===== src/hw/rtl/i2dt_pkg.sv =====
package i2dt_pkg;

   localparam int VALUE_W  = 64;
   localparam int NDIGITS  = 20;
   localparam int BITCNT_W = 6;

   localparam logic [7:0] CHAR_ZERO  = 8'h30;
   localparam logic [7:0] CHAR_MINUS = 8'h2D;
   localparam logic [7:0] CHAR_NUL   = 8'h00;

   typedef struct packed {
      logic [VALUE_W-1:0] mag;
      logic               neg;
      logic [7:0]         cap;
   } cmd_type;

   typedef struct packed {
      logic [7:0] ch;
      logic       store;
      logic [4:0] position;
      logic [4:0] count;
      logic       last;
   } rsp_type;

   typedef enum logic [1:0] {
      ST_IDLE,
      ST_CONV,
      ST_LEN,
      ST_EMIT
   } state_type;

endpackage


===== src/hw/rtl/i2dt_if.sv =====
interface i2dt_req_if;
   logic        valid;
   logic        ready;
   logic [63:0] value;
   logic        is_signed;
   logic [7:0]  cap;

   modport source (output valid, output value, output is_signed, output cap, input ready);
   modport sink   (input valid, input value, input is_signed, input cap, output ready);
endinterface

interface i2dt_rsp_if;
   logic       valid;
   logic       ready;
   logic [7:0] ch;
   logic       store;
   logic [4:0] position;
   logic [4:0] count;
   logic       last;

   modport source (output valid, output ch, output store, output position, output count,
                   output last, input ready);
   modport sink   (input valid, input ch, input store, input position, input count,
                   input last, output ready);
endinterface


===== src/hw/rtl/i2dt_front.sv =====
module i2dt_front import i2dt_pkg::*; #(
   parameter int DEPTH = 2
) (
   input  logic     clock,
   input  logic     reset,
   i2dt_req_if.sink req_bus,
   output logic     cmd_valid,
   output cmd_type  cmd,
   input  logic     cmd_ready
);

   localparam int PTR_W = (DEPTH > 1) ? $clog2(DEPTH) : 1;
   localparam int CNT_W = $clog2(DEPTH + 1);

   cmd_type            entry_ff [DEPTH];
   logic [PTR_W-1:0]   wr_ptr_ff, wr_ptr_in;
   logic [PTR_W-1:0]   rd_ptr_ff, rd_ptr_in;
   logic [CNT_W-1:0]   fill_ff, fill_in;
   logic               push, pop, neg;
   cmd_type            new_cmd;

   // classify: sign and unsigned magnitude
   always_comb begin
      neg          = req_bus.is_signed & req_bus.value[VALUE_W-1];
      new_cmd.neg  = neg;
      new_cmd.mag  = neg ? (~req_bus.value + VALUE_W'(1)) : req_bus.value;
      new_cmd.cap  = req_bus.cap;
   end

   assign req_bus.ready = (fill_ff != CNT_W'(DEPTH));
   assign cmd_valid     = (fill_ff != '0);
   assign cmd           = entry_ff[rd_ptr_ff];
   assign push          = req_bus.valid & req_bus.ready;
   assign pop           = cmd_valid & cmd_ready;

   always_comb begin
      wr_ptr_in = wr_ptr_ff;
      rd_ptr_in = rd_ptr_ff;
      fill_in   = fill_ff;
      if (push) begin
         wr_ptr_in = (wr_ptr_ff == PTR_W'(DEPTH - 1)) ? '0 : wr_ptr_ff + PTR_W'(1);
      end
      if (pop) begin
         rd_ptr_in = (rd_ptr_ff == PTR_W'(DEPTH - 1)) ? '0 : rd_ptr_ff + PTR_W'(1);
      end
      if (push && !pop) begin
         fill_in = fill_ff + CNT_W'(1);
      end else if (pop && !push) begin
         fill_in = fill_ff - CNT_W'(1);
      end
   end

   always_ff @(posedge clock) begin
      if (reset) begin
         wr_ptr_ff <= '0;
         rd_ptr_ff <= '0;
         fill_ff   <= '0;
      end else begin
         wr_ptr_ff <= wr_ptr_in;
         rd_ptr_ff <= rd_ptr_in;
         fill_ff   <= fill_in;
      end
   end

   always_ff @(posedge clock) begin
      if (push) begin
         entry_ff[wr_ptr_ff] <= new_cmd;
      end
   end

   a_fill_bound: assert property (@(posedge clock) disable iff (reset)
      fill_ff <= CNT_W'(DEPTH))
      else $error("queue fill above depth");

   a_pop_drops: assert property (@(posedge clock) disable iff (reset)
      (pop && !push) |=> fill_ff == $past(fill_ff) - CNT_W'(1))
      else $error("queue fill did not drop on pop");

   a_push_grows: assert property (@(posedge clock) disable iff (reset)
      (push && !pop) |=> fill_ff == $past(fill_ff) + CNT_W'(1))
      else $error("queue fill did not grow on push");

endmodule


===== src/hw/rtl/i2dt_back.sv =====
module i2dt_back import i2dt_pkg::*; (
   input  logic       clock,
   input  logic       reset,
   input  logic       cmd_valid,
   input  cmd_type    cmd,
   output logic       cmd_ready,
   i2dt_rsp_if.source rsp_bus
);

   state_type                 state_ff, state_in;
   logic [BITCNT_W-1:0]       bitcnt_ff, bitcnt_in;
   logic [VALUE_W-1:0]        mag_ff, mag_in;
   logic [NDIGITS-1:0][3:0]   digits_ff, digits_in;
   logic                      neg_ff, neg_in;
   logic [7:0]                cap_ff, cap_in;
   logic [4:0]                ndig_ff, ndig_in;
   logic [4:0]                endpos_ff, endpos_in;
   logic [4:0]                pos_ff, pos_in;
   logic                      out_valid_ff, out_valid_in;
   rsp_type                   out_ff, out_in;

   logic [NDIGITS-1:0][3:0]   adj;
   logic [4:0]                ndig_w, written, dig_idx;
   logic [7:0]                avail;
   logic                      slot_free;
   rsp_type                   res;

   assign slot_free = !out_valid_ff || rsp_bus.ready;

   // double dabble correction, one per digit
   always_comb begin
      for (int d = 0; d < NDIGITS; d++) begin
         adj[d] = (digits_ff[d] >= 4'd5) ? digits_ff[d] + 4'd3 : digits_ff[d];
      end
   end

   // significant digit count
   always_comb begin
      ndig_w = 5'd1;
      for (int d = 1; d < NDIGITS; d++) begin
         if (digits_ff[d] != 4'd0) begin
            ndig_w = 5'(d + 1);
         end
      end
      avail   = cap_ff - {7'd0, neg_ff} - 8'd1;
      written = (avail < {3'd0, ndig_w}) ? avail[4:0] : ndig_w;
   end

   // result for the current position
   always_comb begin
      dig_idx      = ndig_ff + {4'd0, neg_ff} - 5'd1 - pos_ff;
      res.ch       = CHAR_NUL;
      res.store    = 1'b1;
      res.position = pos_ff;
      res.count    = 5'd0;
      res.last     = 1'b0;
      if (cap_ff == 8'd0) begin
         res.store    = 1'b0;
         res.position = 5'd0;
         res.last     = 1'b1;
      end else if (neg_ff && cap_ff == 8'd1) begin
         res.position = 5'd0;
         res.last     = 1'b1;
      end else if (neg_ff && pos_ff == 5'd0) begin
         res.ch = CHAR_MINUS;
      end else if (pos_ff < endpos_ff) begin
         res.ch = CHAR_ZERO + {4'd0, digits_ff[dig_idx]};
      end else begin
         res.count = pos_ff;
         res.last  = 1'b1;
      end
   end

   always_comb begin
      state_in     = state_ff;
      bitcnt_in    = bitcnt_ff;
      mag_in       = mag_ff;
      digits_in    = digits_ff;
      neg_in       = neg_ff;
      cap_in       = cap_ff;
      ndig_in      = ndig_ff;
      endpos_in    = endpos_ff;
      pos_in       = pos_ff;
      out_valid_in = out_valid_ff && !rsp_bus.ready;
      out_in       = out_ff;
      cmd_ready    = 1'b0;
      case (state_ff)
         ST_IDLE: begin
            cmd_ready = 1'b1;
            if (cmd_valid) begin
               mag_in    = cmd.mag;
               neg_in    = cmd.neg;
               cap_in    = cmd.cap;
               digits_in = '0;
               bitcnt_in = '0;
               state_in  = ST_CONV;
            end
         end
         ST_CONV: begin
            digits_in = (NDIGITS*4)'({adj, mag_ff[VALUE_W-1]});
            mag_in    = {mag_ff[VALUE_W-2:0], 1'b0};
            bitcnt_in = bitcnt_ff + BITCNT_W'(1);
            if (bitcnt_ff == BITCNT_W'(VALUE_W - 1)) begin
               state_in = ST_LEN;
            end
         end
         ST_LEN: begin
            ndig_in   = ndig_w;
            endpos_in = {4'd0, neg_ff} + written;
            pos_in    = 5'd0;
            state_in  = ST_EMIT;
         end
         ST_EMIT: begin
            if (slot_free) begin
               out_valid_in = 1'b1;
               out_in       = res;
               pos_in       = pos_ff + 5'd1;
               if (res.last) begin
                  state_in = ST_IDLE;
               end
            end
         end
         default: begin
            state_in = ST_IDLE;
         end
      endcase
   end

   always_ff @(posedge clock) begin
      if (reset) begin
         state_ff     <= ST_IDLE;
         out_valid_ff <= 1'b0;
      end else begin
         state_ff     <= state_in;
         out_valid_ff <= out_valid_in;
      end
   end

   always_ff @(posedge clock) begin
      bitcnt_ff <= bitcnt_in;
      mag_ff    <= mag_in;
      digits_ff <= digits_in;
      neg_ff    <= neg_in;
      cap_ff    <= cap_in;
      ndig_ff   <= ndig_in;
      endpos_ff <= endpos_in;
      pos_ff    <= pos_in;
      out_ff    <= out_in;
   end

   assign rsp_bus.valid    = out_valid_ff;
   assign rsp_bus.ch       = out_ff.ch;
   assign rsp_bus.store    = out_ff.store;
   assign rsp_bus.position = out_ff.position;
   assign rsp_bus.count    = out_ff.count;
   assign rsp_bus.last     = out_ff.last;

   a_pop_idle: assert property (@(posedge clock) disable iff (reset)
      (cmd_valid && cmd_ready) |-> state_ff == ST_IDLE)
      else $error("request popped while busy");

   a_term_count: assert property (@(posedge clock) disable iff (reset)
      (out_valid_ff && out_ff.last && out_ff.store) |->
         (out_ff.ch == CHAR_NUL && out_ff.count == out_ff.position))
      else $error("terminator count mismatch");

   a_mid_result: assert property (@(posedge clock) disable iff (reset)
      (out_valid_ff && !out_ff.last) |-> (out_ff.store && out_ff.count == 5'd0))
      else $error("bad non-final result");

   a_pos_bound: assert property (@(posedge clock) disable iff (reset)
      out_valid_ff |-> out_ff.position <= 5'(NDIGITS))
      else $error("position out of range");

endmodule


===== src/hw/rtl/int64_to_decimal_text.sv =====
// Channel   Dir   Payload                                  Handshake
// req_bus   in    value[63:0] is_signed cap[7:0]           valid/ready
// rsp_bus   out   ch[7:0] store position[4:0] count[4:0] last  valid/ready
//
// Each request passes through the back end as pop, 64 double dabble shifts and
// digit count; the back end then emits 1 to 21 results, one whenever the output slot is free.
// The front queue keeps accepting requests while the back end converts, until it is full.
// Reset is synchronous and clears queue pointers, FSM state and output valid.
// Results hold in the output register while rsp_bus.ready is low.
module int64_to_decimal_text import i2dt_pkg::*; #(
   parameter int QUEUE_DEPTH = 2
) (
   input  logic       clock,
   input  logic       reset,
   i2dt_req_if.sink   req_bus,
   i2dt_rsp_if.source rsp_bus
);

   logic    cmd_valid;
   logic    cmd_ready;
   cmd_type cmd;

   i2dt_front #(
      .DEPTH (QUEUE_DEPTH)
   ) u_front (
      .clock     (clock),
      .reset     (reset),
      .req_bus   (req_bus),
      .cmd_valid (cmd_valid),
      .cmd       (cmd),
      .cmd_ready (cmd_ready)
   );

   i2dt_back u_back (
      .clock     (clock),
      .reset     (reset),
      .cmd_valid (cmd_valid),
      .cmd       (cmd),
      .cmd_ready (cmd_ready),
      .rsp_bus   (rsp_bus)
   );

endmodule

===== src/flat_wrapper.sv =====
// flat-port wrapper written by rule: the top's interface ports become plain ports
module int64_to_decimal_text_flat import i2dt_pkg::*;
#(
   parameter int QUEUE_DEPTH = 2
)
  (clock, reset, req_bus_valid, req_bus_value, req_bus_is_signed, req_bus_cap, req_bus_ready, rsp_bus_valid, rsp_bus_ch, rsp_bus_store, rsp_bus_position, rsp_bus_count, rsp_bus_last, rsp_bus_ready);
  i2dt_req_if req_bus_i ();
  i2dt_rsp_if rsp_bus_i ();
  input  logic clock;
  input  logic reset;
  input wire logic [$bits(req_bus_i.valid)-1:0] req_bus_valid;
  input wire logic [$bits(req_bus_i.value)-1:0] req_bus_value;
  input wire logic [$bits(req_bus_i.is_signed)-1:0] req_bus_is_signed;
  input wire logic [$bits(req_bus_i.cap)-1:0] req_bus_cap;
  output wire logic [$bits(req_bus_i.ready)-1:0] req_bus_ready;
  output wire logic [$bits(rsp_bus_i.valid)-1:0] rsp_bus_valid;
  output wire logic [$bits(rsp_bus_i.ch)-1:0] rsp_bus_ch;
  output wire logic [$bits(rsp_bus_i.store)-1:0] rsp_bus_store;
  output wire logic [$bits(rsp_bus_i.position)-1:0] rsp_bus_position;
  output wire logic [$bits(rsp_bus_i.count)-1:0] rsp_bus_count;
  output wire logic [$bits(rsp_bus_i.last)-1:0] rsp_bus_last;
  input wire logic [$bits(rsp_bus_i.ready)-1:0] rsp_bus_ready;
  assign req_bus_i.valid = req_bus_valid;
  assign req_bus_i.value = req_bus_value;
  assign req_bus_i.is_signed = req_bus_is_signed;
  assign req_bus_i.cap = req_bus_cap;
  assign req_bus_ready = req_bus_i.ready;
  assign rsp_bus_valid = rsp_bus_i.valid;
  assign rsp_bus_ch = rsp_bus_i.ch;
  assign rsp_bus_store = rsp_bus_i.store;
  assign rsp_bus_position = rsp_bus_i.position;
  assign rsp_bus_count = rsp_bus_i.count;
  assign rsp_bus_last = rsp_bus_i.last;
  assign rsp_bus_i.ready = rsp_bus_ready;
  int64_to_decimal_text #(.QUEUE_DEPTH(QUEUE_DEPTH)) u_core (.clock(clock), .reset(reset), .req_bus(req_bus_i), .rsp_bus(rsp_bus_i));
endmodule

===== config.mk =====
export PLATFORM = sky130hd
export DESIGN_NAME = int64_to_decimal_text_flat
export DESIGN_NICKNAME = d
export VERILOG_FILES = /design/src/hw/rtl/i2dt_pkg.sv /design/src/hw/rtl/i2dt_if.sv /design/src/hw/rtl/i2dt_front.sv /design/src/hw/rtl/i2dt_back.sv /design/src/hw/rtl/int64_to_decimal_text.sv /design/src/flat_wrapper.sv
export SDC_FILE = /design/constraint.sdc
export NUM_CORES = 1
export LEC_CHECK = 0
export BUFFER_PORTS_ARGS = -buffer_cell sky130_fd_sc_hd__buf_2
export CAP_MARGIN = 20
export CORE_AREA = 2 2 255 207
export CTS_BUF_LIST = sky130_fd_sc_hd__clkbuf_4 sky130_fd_sc_hd__clkbuf_8
export CTS_CLUSTER_DIAMETER = 80
export DETAILED_ROUTE_END_ITERATION = 8
export DIE_AREA = 0 0 257 209
export PLACE_DENSITY_LB_ADDON = 0.2
export SYNTH_ARGS = -nofsm -noshare
export SYNTH_HDL_FRONTEND = slang
export SYNTH_SLANG_ARGS = --single-unit

===== constraint.sdc =====
create_clock -name clock -period 9.1 [get_ports clock]
set_clock_uncertainty 0.15 [all_clocks]
set_input_delay 0 -clock clock [delete_from_list [all_inputs] [get_ports clock]]
set_output_delay 0 -clock clock [all_outputs]
set_load 0.005 [all_outputs]

==> flow_summary.json <==
{
  "syn_inst": 1441,
  "htree_levels": 2,
  "drive_above_1_share": 0.1467,
  "synthFlopType": "edfxtp_1",
  "critPathLaunchType": "flip-flop",
  "worst-setup-path-type": "flip-flop to flip-flop",
  "cts_buffers": 57,
  "finalSetupTns_ns": 0,
  "clkLatencyLatePin_ns": 0.63,
  "total_power_mw": 7.070,
  "clock-root-buffer": "clkbuf_8",
  "hold_violations": 0,
  "io_buffer_count": 96,
  "fmax_mhz": 200.0,
  "drv_cap": 0,
  "relSlewSlack": 0.3196,
  "synth_warnings": 0,
  "worst_pin_slew_ns": 1.021,
  "syn_avg_cell_area_um2": 12.27,
  "wl_um": 37590,
  "worstPathRequired_ns": 9.31,
  "num-nets-final": 1831,
  "die_x_um": 257,
  "area_delta_synth_final_pct": 20.92,
  "antenna_found_initial": 0,
  "crit_buf_inv": 1,
  "ys_types": 57,
  "endpoint_kind": "flip-flop",
  "ant_nets": 0,
  "track_usage": 0.1405,
  "coreArea_um2": 51520,
  "synth_seq_cells": 346,
  "hold_depth": 3,
  "start_util": 0.3433,
  "hpwlAfterDp_um": 23990,
  "leakagePower_nw": 7.763,
  "crit_fanout": 6,
  "num-fill-cells": 4833,
  "critPathArrivalTime_ns": 5.21,
  "clock_sinks": 346,
  "final_cell_mix": "edfxtp_1, nand2_1, o21ai_0, dlygate4sd3_1, buf_2",
  "multiInputGateArea_um2": 6927,
  "drt-initial-drc-count": 774,
  "die_area_um2": 53710,
  "final_util": 0.4152,
  "grt_max_degree": 151,
  "vias": 11470,
  "ff_latch_area_um2": 10310,
  "post-route-period-util": 0.5496,
  "row_count": 75,
  "finalSetupViolCount": 0,
  "antenna_cells": 0,
  "via_per_inst": 4.729,
  "grt_pass1_wl_um": 61340,
  "die_h_um": 209,
  "reg2reg_depth": 18,
  "peakVddDrop_uv": 229.3,
  "period_minus_slack_ns": 5.001,
  "worstSetupPathDepth": 18,
  "synth_edf_count": 338,
  "overflow": 0,
  "cp_cell_sequence": "inv_1 > ha_1 > or3b_2 > o311ai_0 > a211oi_1 > or2_2 > ha_1 > a211o_1 > nor2_1 > nor2_1 > a2111oi_0 > a31oi_1 > mux2i_1 > ha_1 > nand3_1 > xnor2_1 > nor2_1 > a21oi_1",
  "grt_pass1_vias": 11660,
  "final_common_cell": "edfxtp_1",
  "setup_slack_ns": 4.099,
  "routedWlPerCell_um": 15.50,
  "hold_path_class": "input pin to flip-flop",
  "critical_path.top_delay_family": "compound AO/OA/AOI/OAI gates",
  "async_flop_share": 0,
  "status": "complete, no violations",
  "drc": 0,
  "cts_tree": "done",
  "slew_violations": 0,
  "syn_area_um2": 17690,
  "ioPinCount": 99,
  "rsz0062_at_grt": "false",
  "dp_slack_ns": 4.077,
  "cp_slowest_cell": "o311ai_0",
  "critPathMaxStageDelay_ns": 0.55,
  "clockBufferDepth": 3,
  "cts.clk_slew.worst_paths_ns": 0.06,
  "seq_area_frac_synth": 0.5829,
  "place_congestion": 0.8178,
  "drtPass1Iterations": 4,
  "whs_ns": 0.09487,
  "powerDensity_nw_per_um2": 330.5
}
==> tightest hold or removal path, cell delays in order <==
cell and delay [ns]:
dlygate4sd3_1 0.52, buf_2 0.19, nor2_1 0.06
==> per-stage QoR <==
stage	instance area (um2)	std cells
global placement	18990	2195
floorplan	17690	1442
finish	21390	2425
detailed placement	18990	2195
global route	21390	2425
CTS	21370	2424
==> timing repair <==
action | CTS | global route
resized for setup | 0 | 0
hold buffers | 124 | 0
hold endpoints to repair | 215 | 0
buffers inserted | 0 | 0
==> synth_stat cells (9+ instances only) <==
cell type / count / area [um2]
nor4_1: 9 / 56.30
edfxtp_1: 338 / 10150
ha_1: 66 / 825.8
clkbuf_1: 42 / 157.7
and2_1: 62 / 387.9
a21oi_1: 54 / 270.3
nor2_1: 68 / 255.2
mux2i_1: 78 / 780.8
mux2_2: 9 / 101.4
xnor2_1: 65 / 569.3
nand2b_1: 27 / 168.9
o21ai_0: 124 / 620.6
mux4_2: 20 / 450.4
inv_1: 79 / 296.5
nor3_1: 14 / 70.07
o31ai_1: 10 / 75.07
a21boi_0: 22 / 165.2
nand3_1: 10 / 50.05
xor2_1: 56 / 490.5
nand2_1: 147 / 551.8
nor3b_1: 34 / 255.2
==> cell type report <==
class                           instances  share of cell area
Clock buffer                           72             0.04224
Sequential cell                       346              0.4822
Multi-Input combinational cell        968              0.3239
Timing Repair Buffer                  234             0.08635
Inverter                               79             0.01386
Clock inverter                         33             0.01094
Tap cell                              693             0.04054
==> final timing paths <==
check	from	slack [ns]	end
max	u_core.u_back.digits_ff[12]$_SDFFCE_PN0P_	4.10	u_core.u_back.endpos_ff[4]$_DFFE_PP_
min	reset	0.09	flip-flop
max reg2reg	u_core.u_back.digits_ff[12]$_SDFFCE_PN0P_	4.10	u_core.u_back.endpos_ff[4]$_DFFE_PP_
min reg2reg	u_core.u_front.rd_ptr_ff$_SDFFE_PP0P_	0.36	u_core.u_front.rd_ptr_ff$_SDFFE_PP0P_
==> report_power, final <==
| part | internal [mW] | total [mW] | leakage [nW] | switching (mW) |
|---|---|---|---|---|
| registers | 2.63 | 3.03 | 3.30 | 0.391 |
| logic | 1.11 | 2.67 | 3.85 | 1.56 |
| clock network | 0.740 | 1.38 | 0.605 | 0.639 |
| total | 4.48 | 7.07 | 7.76 | 2.59 |
==> routing by layer <==
| layer | vias to the layer above | global-route usage | wire length, um |
|---|---|---|---|
| li1 | 5708 | - | - |
| met1 | 5517 | 0.1957 | 18430 |
| met2 | 192 | 0.2273 | 17110 |
| met3 | 52 | 0.02511 | 1460 |
| met4 | 0 | 0.03448 | 596 |
| met5 | - | 0 | 0 |
==> state kept, by name, indices dropped and copies added, names as in the netlist, named ones only <==
register,cells
u_core.u_back.bitcnt_ff,6
u_core.u_back.cap_ff,8
u_core.u_back.digits_ff,80
u_core.u_back.endpos_ff,5
u_core.u_back.mag_ff,64
u_core.u_back.ndig_ff,5
u_core.u_back.neg_ff,1
u_core.u_back.pos_ff,5
u_core.u_back.rsp_bus.ch,6
u_core.u_back.rsp_bus.count,5
u_core.u_back.rsp_bus.last,1
u_core.u_back.rsp_bus.position,5
u_core.u_back.rsp_bus.store,1
u_core.u_back.rsp_bus.valid,1
u_core.u_back.state_ff,2
u_core.u_front.entry_ff,146
u_core.u_front.fill_ff,2
u_core.u_front.rd_ptr_ff,1
u_core.u_front.wr_ptr_ff,1
==> cells by family (layout without fill, tap and decap cells) <==
group	count (synthesis)	after routing	share of synthesized area
xor+xnor	121	121	0.05991
other cells	1	2	0.0002120
simple gates	421	421	0.1238
compound gates	249	249	0.08135
mux	107	107	0.07533
buf+inv	128	418	0.02759
fa+ha+maj	68	68	0.04895
flops	346	346	0.5829
No activity file was read; power rests on OpenSTA's default activity.
